--- config.mk ---
export PLATFORM = sky130hd
export DESIGN_NAME = qte_isqrt_cell
export DESIGN_NICKNAME = d
export VERILOG_FILES = /design/src/rtl/core/assert_macros.svh /design/src/rtl/core/qte_pkg.sv /design/src/rtl/core/qte_isqrt_cell.sv
export SDC_FILE = /design/constraint.sdc
export NUM_CORES = 1
export LEC_CHECK = 0
export ABC_AREA = 1
export BUFFER_PORTS_ARGS = -buffer_cell sky130_fd_sc_hd__buf_2
export CAP_MARGIN = 20
export CORE_AREA = 4 4 217 219
export CTS_CLUSTER_DIAMETER = 100
export CTS_CLUSTER_SIZE = 30
export DETAILED_ROUTE_END_ITERATION = 10
export DIE_AREA = 0 0 221 223
export PLACE_DENSITY = 0.69
export SLEW_MARGIN = 5
export SYNTH_ARGS = -nofsm -noshare
export SYNTH_HDL_FRONTEND = slang
export SYNTH_SLANG_ARGS = --single-unit
--- constraint.sdc ---
create_clock -name i_clk -period 1.9 [get_ports i_clk]
set_input_delay 0.095 -clock i_clk [delete_from_list [all_inputs] [get_ports i_clk]]
set_output_delay 0.095 -clock i_clk [all_outputs]
set_load 0.1 [all_outputs]
--- src/rtl/core/assert_macros.svh ---
// ----------------------------------------------------------------------------
// assert_macros: concurrent assertion macros
// Used by the RTL of this project; empty when built for synthesis.
// ----------------------------------------------------------------------------
`ifndef ASSERT_MACROS_SVH
`define ASSERT_MACROS_SVH
`ifndef SYNTHESIS
// Checked only out of reset.
`define QTE_ASSERT(lbl, clk, rstn, prop) \
    lbl: assert property (@(posedge clk) disable iff (!rstn) prop) else $error("%m failed");
// Checked at every edge, reset included.
`define QTE_ASSERT_ALWAYS(lbl, clk, prop) \
    lbl: assert property (@(posedge clk) prop) else $error("%m failed");
`else
`define QTE_ASSERT(lbl, clk, rstn, prop)
`define QTE_ASSERT_ALWAYS(lbl, clk, prop)
`endif
`endif

--- src/rtl/core/qte_pkg.sv ---
// ----------------------------------------------------------------------------
// qte_pkg: shared types and functions
// Pipeline word types, arctangent table, pre-rotation, CORDIC step and angle rounding.
// ----------------------------------------------------------------------------
package qte_pkg;

    localparam int VW        = 40;  // CORDIC vector width
    localparam int ZW        = 34;  // angle accumulator width, Q30
    localparam int RW        = 58;  // square root remainder width
    localparam int NW        = 34;  // numerator and denominator width
    localparam int SW        = 29;  // in-range pitch term width
    localparam int ISQ_STEPS = 29;  // one result bit per step, 2^28 down to 2^0
    localparam int MAX_ITER  = 24;

    localparam logic signed [ZW-1:0] HALF_PI_Q30 = 34'sd1686629713;
    localparam logic signed [15:0]   PI_Q13      = 16'sd25736;
    localparam logic signed [15:0]   HALF_PI_Q13 = 16'sd12868;

    typedef struct packed {
        logic signed [VW-1:0] x;
        logic signed [VW-1:0] y;
        logic signed [ZW-1:0] z;
        logic                 zero;
    } t_lane;

    typedef struct packed {
        logic                 valid;
        logic [RW-1:0]        v;
        logic [RW-1:0]        res;
        logic signed [NW-1:0] yn;
        logic signed [NW-1:0] yd;
        logic signed [NW-1:0] rn;
        logic signed [NW-1:0] rd;
        logic signed [SW-1:0] s;
        logic                 sat_p;
        logic                 sat_n;
    } t_isq;

    typedef struct packed {
        logic  valid;
        t_lane yaw;
        t_lane pitch;
        t_lane roll;
        logic  sat_p;
        logic  sat_n;
    } t_cst;

    function automatic logic signed [ZW-1:0] atan_q30(input logic [4:0] i);
        logic signed [ZW-1:0] a;
        case (i)
            5'd0:  a = 34'sh3243F6A8;
            5'd1:  a = 34'sh1DAC6705;
            5'd2:  a = 34'sh0FADBAFC;
            5'd3:  a = 34'sh07F56EA6;
            5'd4:  a = 34'sh03FEAB76;
            5'd5:  a = 34'sh01FFD55B;
            5'd6:  a = 34'sh00FFFAAA;
            5'd7:  a = 34'sh007FFF55;
            5'd8:  a = 34'sh003FFFEA;
            5'd9:  a = 34'sh001FFFFD;
            5'd10: a = 34'sh000FFFFF;
            5'd11: a = 34'sh0007FFFF;
            5'd12: a = 34'sh0003FFFF;
            5'd13: a = 34'sh0001FFFF;
            5'd14: a = 34'sh0000FFFF;
            5'd15: a = 34'sh00007FFF;
            5'd16: a = 34'sh00003FFF;
            5'd17: a = 34'sh00001FFF;
            5'd18: a = 34'sh00000FFF;
            5'd19: a = 34'sh000007FF;
            5'd20: a = 34'sh000003FF;
            5'd21: a = 34'sh000001FF;
            5'd22: a = 34'sh000000FF;
            5'd23: a = 34'sh0000007F;
            default: a = '0;
        endcase
        return a;
    endfunction

    // Turns a vector in the left half plane by a quarter turn into the right half plane before vectoring.
    function automatic t_lane prerot(input logic signed [VW-1:0] num,
                                     input logic signed [VW-1:0] den);
        t_lane l;
        l.zero = (num == '0) || (den == '0);
        l.x    = den;
        l.y    = num;
        l.z    = '0;
        if (den < 0) begin
            if (num > 0) begin
                l.x = num;
                l.y = -den;
                l.z = HALF_PI_Q30;
            end else begin
                l.x = -num;
                l.y = den;
                l.z = -HALF_PI_Q30;
            end
        end
        return l;
    endfunction

    function automatic t_lane cordic_step(input t_lane l, input int i);
        logic signed [VW-1:0] x;
        logic signed [VW-1:0] y;
        logic signed [VW-1:0] dx;
        logic signed [VW-1:0] dy;
        logic signed [ZW-1:0] a;
        t_lane r;
        x  = l.x;
        y  = l.y;
        dx = y >>> i;
        dy = x >>> i;
        a  = atan_q30(5'(i));
        r  = l;
        if (y > 0) begin
            r.x = x + dx;
            r.y = y - dy;
            r.z = l.z + a;
        end else begin
            r.x = x - dx;
            r.y = y + dy;
            r.z = l.z - a;
        end
        return r;
    endfunction

    // Rounds Q30 to Q13, half up, and clamps to the given limit; a zero flag gives 0.
    function automatic logic signed [15:0] final_angle(input t_lane l,
                                                       input logic signed [15:0] lim);
        logic signed [ZW:0]   t;
        logic signed [ZW:0]   q;
        logic signed [ZW:0]   lw;
        logic signed [15:0]   r;
        t  = {l.z[ZW-1], l.z} + (ZW+1)'(65536);
        q  = t >>> 17;
        lw = (ZW+1)'(lim);
        if (l.zero)        r = '0;
        else if (q > lw)   r = lim;
        else if (q < -lw)  r = -lim;
        else               r = q[15:0];
        return r;
    endfunction

endpackage

--- src/rtl/core/qte_isqrt_cell.sv ---
// ----------------------------------------------------------------------------
// qte_isqrt_cell: one step of the integer square root
// Decides one result bit and hands the remainder on, with the word payload.
// ----------------------------------------------------------------------------
module qte_isqrt_cell
    import qte_pkg::*;
#(
    parameter int STEP = 0
) (
    input  logic i_clk,
    input  logic i_rst_n,
    input  logic i_en,
    input  t_isq i_stage,
    output t_isq o_stage
);

    localparam logic [RW-1:0] BIT = RW'(1) << (56 - 2 * STEP);

    t_isq r_stage;
    t_isq n_stage;
    logic [RW-1:0] sum;

    always_comb begin
        n_stage = i_stage;
        sum     = i_stage.res + BIT;
        if (i_stage.v >= sum) begin
            n_stage.v   = i_stage.v - sum;
            n_stage.res = (i_stage.res >> 1) + BIT;
        end else begin
            n_stage.res = i_stage.res >> 1;
        end
    end

    always_ff @(posedge i_clk) begin
        if (!i_rst_n) begin
            r_stage.valid <= 1'b0;
        end else if (i_en) begin
            r_stage.valid <= n_stage.valid;
        end
        if (i_en) begin
            r_stage.v     <= n_stage.v;
            r_stage.res   <= n_stage.res;
            r_stage.yn    <= n_stage.yn;
            r_stage.yd    <= n_stage.yd;
            r_stage.rn    <= n_stage.rn;
            r_stage.rd    <= n_stage.rd;
            r_stage.s     <= n_stage.s;
            r_stage.sat_p <= n_stage.sat_p;
            r_stage.sat_n <= n_stage.sat_n;
        end
    end

    assign o_stage = r_stage;

endmodule

==> flow_summary.ini <==
[logic_synthesis]
synth_cell_types = 33
ys_ff_latch = 284
synth_top_area_share_pct = 56.6
synth_area_mm2 = 0.0150
avgSynthCellArea_um2 = 8.81
synthCells = 1704
yosysTopAreaCell = edfxtp_1
synth_warnings = 0
syn_nets = 2050
yosysSeqAreaShare_pct = 56.7
synth_area_leaders = edfxtp_1, nand2_1, inv_1, ha_1, nand3_1

[sta]
fin_crit_ns = 1.84
rsz0062_at_grt = yes
drv_slew = 0
hold_viol_final = 0
worst-slew-pin-transition_ns = 0.596
relSlewSlack_pct = 60.5
fin_skew_ns = 0
fin_crit_sh_pct = 96.7
max_freq_mhz = 544
worst_hold_slack_ns = 0.0341
finalSetupViolCount = 0

[floorplan]
core_area_mm2 = 0.0451
rows = 78
ioPinCount = 571
dieArea_mm2 = 0.0493
die_y_um = 223
initial_core_util_pct = 33.3
die_x_um = 221

[cells_and_area]
layout-drive-gt1-share_pct = 32.4
nets = 3160
stdcell_area_mm2 = 0.0241
area_delta_synth_final_pct = 60.5
fillers = 4187
largest_reg_flops = 284

[grt]
grt_max_degree = 72
grt_usage_pct = 28.5
overflow = 0
grt_pass1_vias = 15800
grt_pass1_wl_um = 105000
grtUsageMet2_pct = 50.4
use_met3_pct = 4.17
met1_usage_pct = 37.4
grt.busiest_layer = met2
antenna_found_initial = 4

[drt]
routed_via_density = 4.58
routed_wl_um = 73300
antenna_left = 0
post_drt_wl_per_cell_um = 21.4
dr.pass1.iters = 6
via_count = 15700
drcViolationCount = 0
dr.first_iter.drc_count = 1275

[worst_setup_path]
path_class = in2reg
cp-end-kind = flop
r2r_cells = 3
cp.required_ns = 2.18
worstPathArrival_ns = 2.12
cp_max_fo = 17
worstSetupStartpointType = input pin

[power]
p_leak_uw = 0.0124
irDropWorstVdd_mv = 0.734
power_density_mw_per_mm2 = 858

[place]
placed_area_mm2 = 0.0208
gp_congestion = 0.998
io_buffer_count = 570
place_hpwl_um = 59600

[clock_tree]
cts_tree = done
numCtsBuffers = 15
cts_buffer_depth = 3
clkTransAtPathRegs_ns = 0.10
clk_latency_ns = 0.53
cts_root_buffer = clkbuf_16
htree_levels = 1
cts.sinks = 284

[outcome]
status = complete, no violations

[worst_hold_path]
min_path_cells = 4
hold_path_class = in2reg

[run]
max_cap_violations = 0
## logic make-up after synthesis
kind of cell             after synthesis  share of synthesized area [%]
adder cells (fa/ha/maj)               59                           4.97
XOR/XNOR                              29                           1.69
AO/OA/AOI/OAI                         75                           2.61
flip-flops                           284                           56.7
buffers and inverters                403                           10.5
AND/OR/NAND/NOR                      854                           23.5
## critical path, cell delays in order
cell     delay [ns]
buf_2          0.10
inv_1          0.07
ha_2           0.37
nand2_1        0.10
inv_1          0.10
nand2_1        0.12
nor2_2         0.19
nand2_2        0.11
nor3_4         0.16
nand4_4        0.15
nand3_4        0.18
buf_12         0.18
nand2_1        0.07
inv_1          0.07
nor2_1         0.04
## synthesized netlist by cell type
library cell and instances:
or2_2 1, fa_1 1, ha_1 58, nor4_1 3, and2_1 3, edfxtp_1 283, dfxtp_1 1, nand3_4 1
o21ai_1 20, nor2_2 3, clkbuf_1 6, o21ai_0 15, nor3_1 16, nand3_1 72, nand4_4 1, xor2_1 28
o211ai_1 1, nor2_4 2, a21oi_4 1, nor2_1 92, buf_4 2, inv_1 388, o21bai_1 1, nand3_2 1
a21oi_1 37, and3_1 2, xnor2_1 1, nand2_1 607, nand3b_1 7, nand2_2 2, nand4_1 40, nor3_2 1
buf_6 7
## per-stage QoR
step | utilization (%) | power, µW | TNS (ns) | setup WS, ns | std cells
after detailed placement | 46.2 | 16500 | -28.71 | -0.550 | 3124
after CTS | 53.3 | 20800 | 0 | 0.00320 | 3420
after global placement | 46.2 | 16400 | -27.52 | -0.537 | 3124
final | 53.5 | 20700 | 0 | 0.0628 | 3422
after global routing | 53.5 | 21500 | -0.127 | -0.0325 | 3422
after floorplan | - | 13800 | -0.464 | -0.0285 | 1704
## power by group
group / internal (µW) / switching (µW) / total [µW]
Combinational: 2200 / 6780 / 8990
Clock: 1570 / 2280 / 3850
Sequential: 7600 / 242 / 7840
## layout make-up
cell class / instances / area (µm²) / share of cell area, %
clock buffer: 17 / 383 / 1.59
clock inverter: 6 / 97.6 / 0.405
timing repair buffer: 1108 / 7730 / 32.1
tap: 600 / 751 / 3.11
sequential: 284 / 8520 / 35.3
multi-input combinational: 1017 / 5160 / 21.4
antenna: 2 / 5.00 / 0.0208
inverter: 388 / 1460 / 6.04
## worst paths after layout
| path | start | to | slack (ns) |
|---|---|---|---|
| worst min register to register | o_stage[283] | o_stage[283] | 1.16 |
| worst max-delay path | i_stage[214] | o_stage[223] | 0.06 |
| worst max register to register | o_stage[283] | o_stage[283] | 0.64 |
| worst min-delay path | i_stage[277] | o_stage[277] | 0.03 |
## timing repair
item                                    in CTS  in global routing
hold buffers                               273                  0
endpoints found under the setup margin       0                 60
buffers inserted                             0                  0
resized for setup                            0                 20
hold endpoints to repair                   299                  0
## layer usage
metal  wire, µm  up-vias
li1           -     7584
met3       4150       70
met5         13        -
met4       1760        2
met1      31200     7429
met2      36200      604
## layout by cell type (no fill, tap or decap), types with 10 or more instances in the layout
cell / Yosys / final
edfxtp_1: 283 / 283
o21ai_0: 15 / 15
buf_4: 2 / 253
nor2_1: 92 / 85
ha_1: 58 / 47
xor2_1: 28 / 28
buf_2: 0 / 569
nand4_1: 40 / 40
inv_1: 388 / 388
nand3_2: 1 / 13
dlygate4sd3_1: 0 / 273
clkbuf_16: 0 / 15
nand2_2: 2 / 11
buf_12: 0 / 12
a21oi_1: 37 / 36
nand3_1: 72 / 60
o21ai_1: 20 / 20
nor2_2: 3 / 10
nand2_1: 607 / 597
nor3_1: 16 / 14
(Power assumes the default switching activity.)
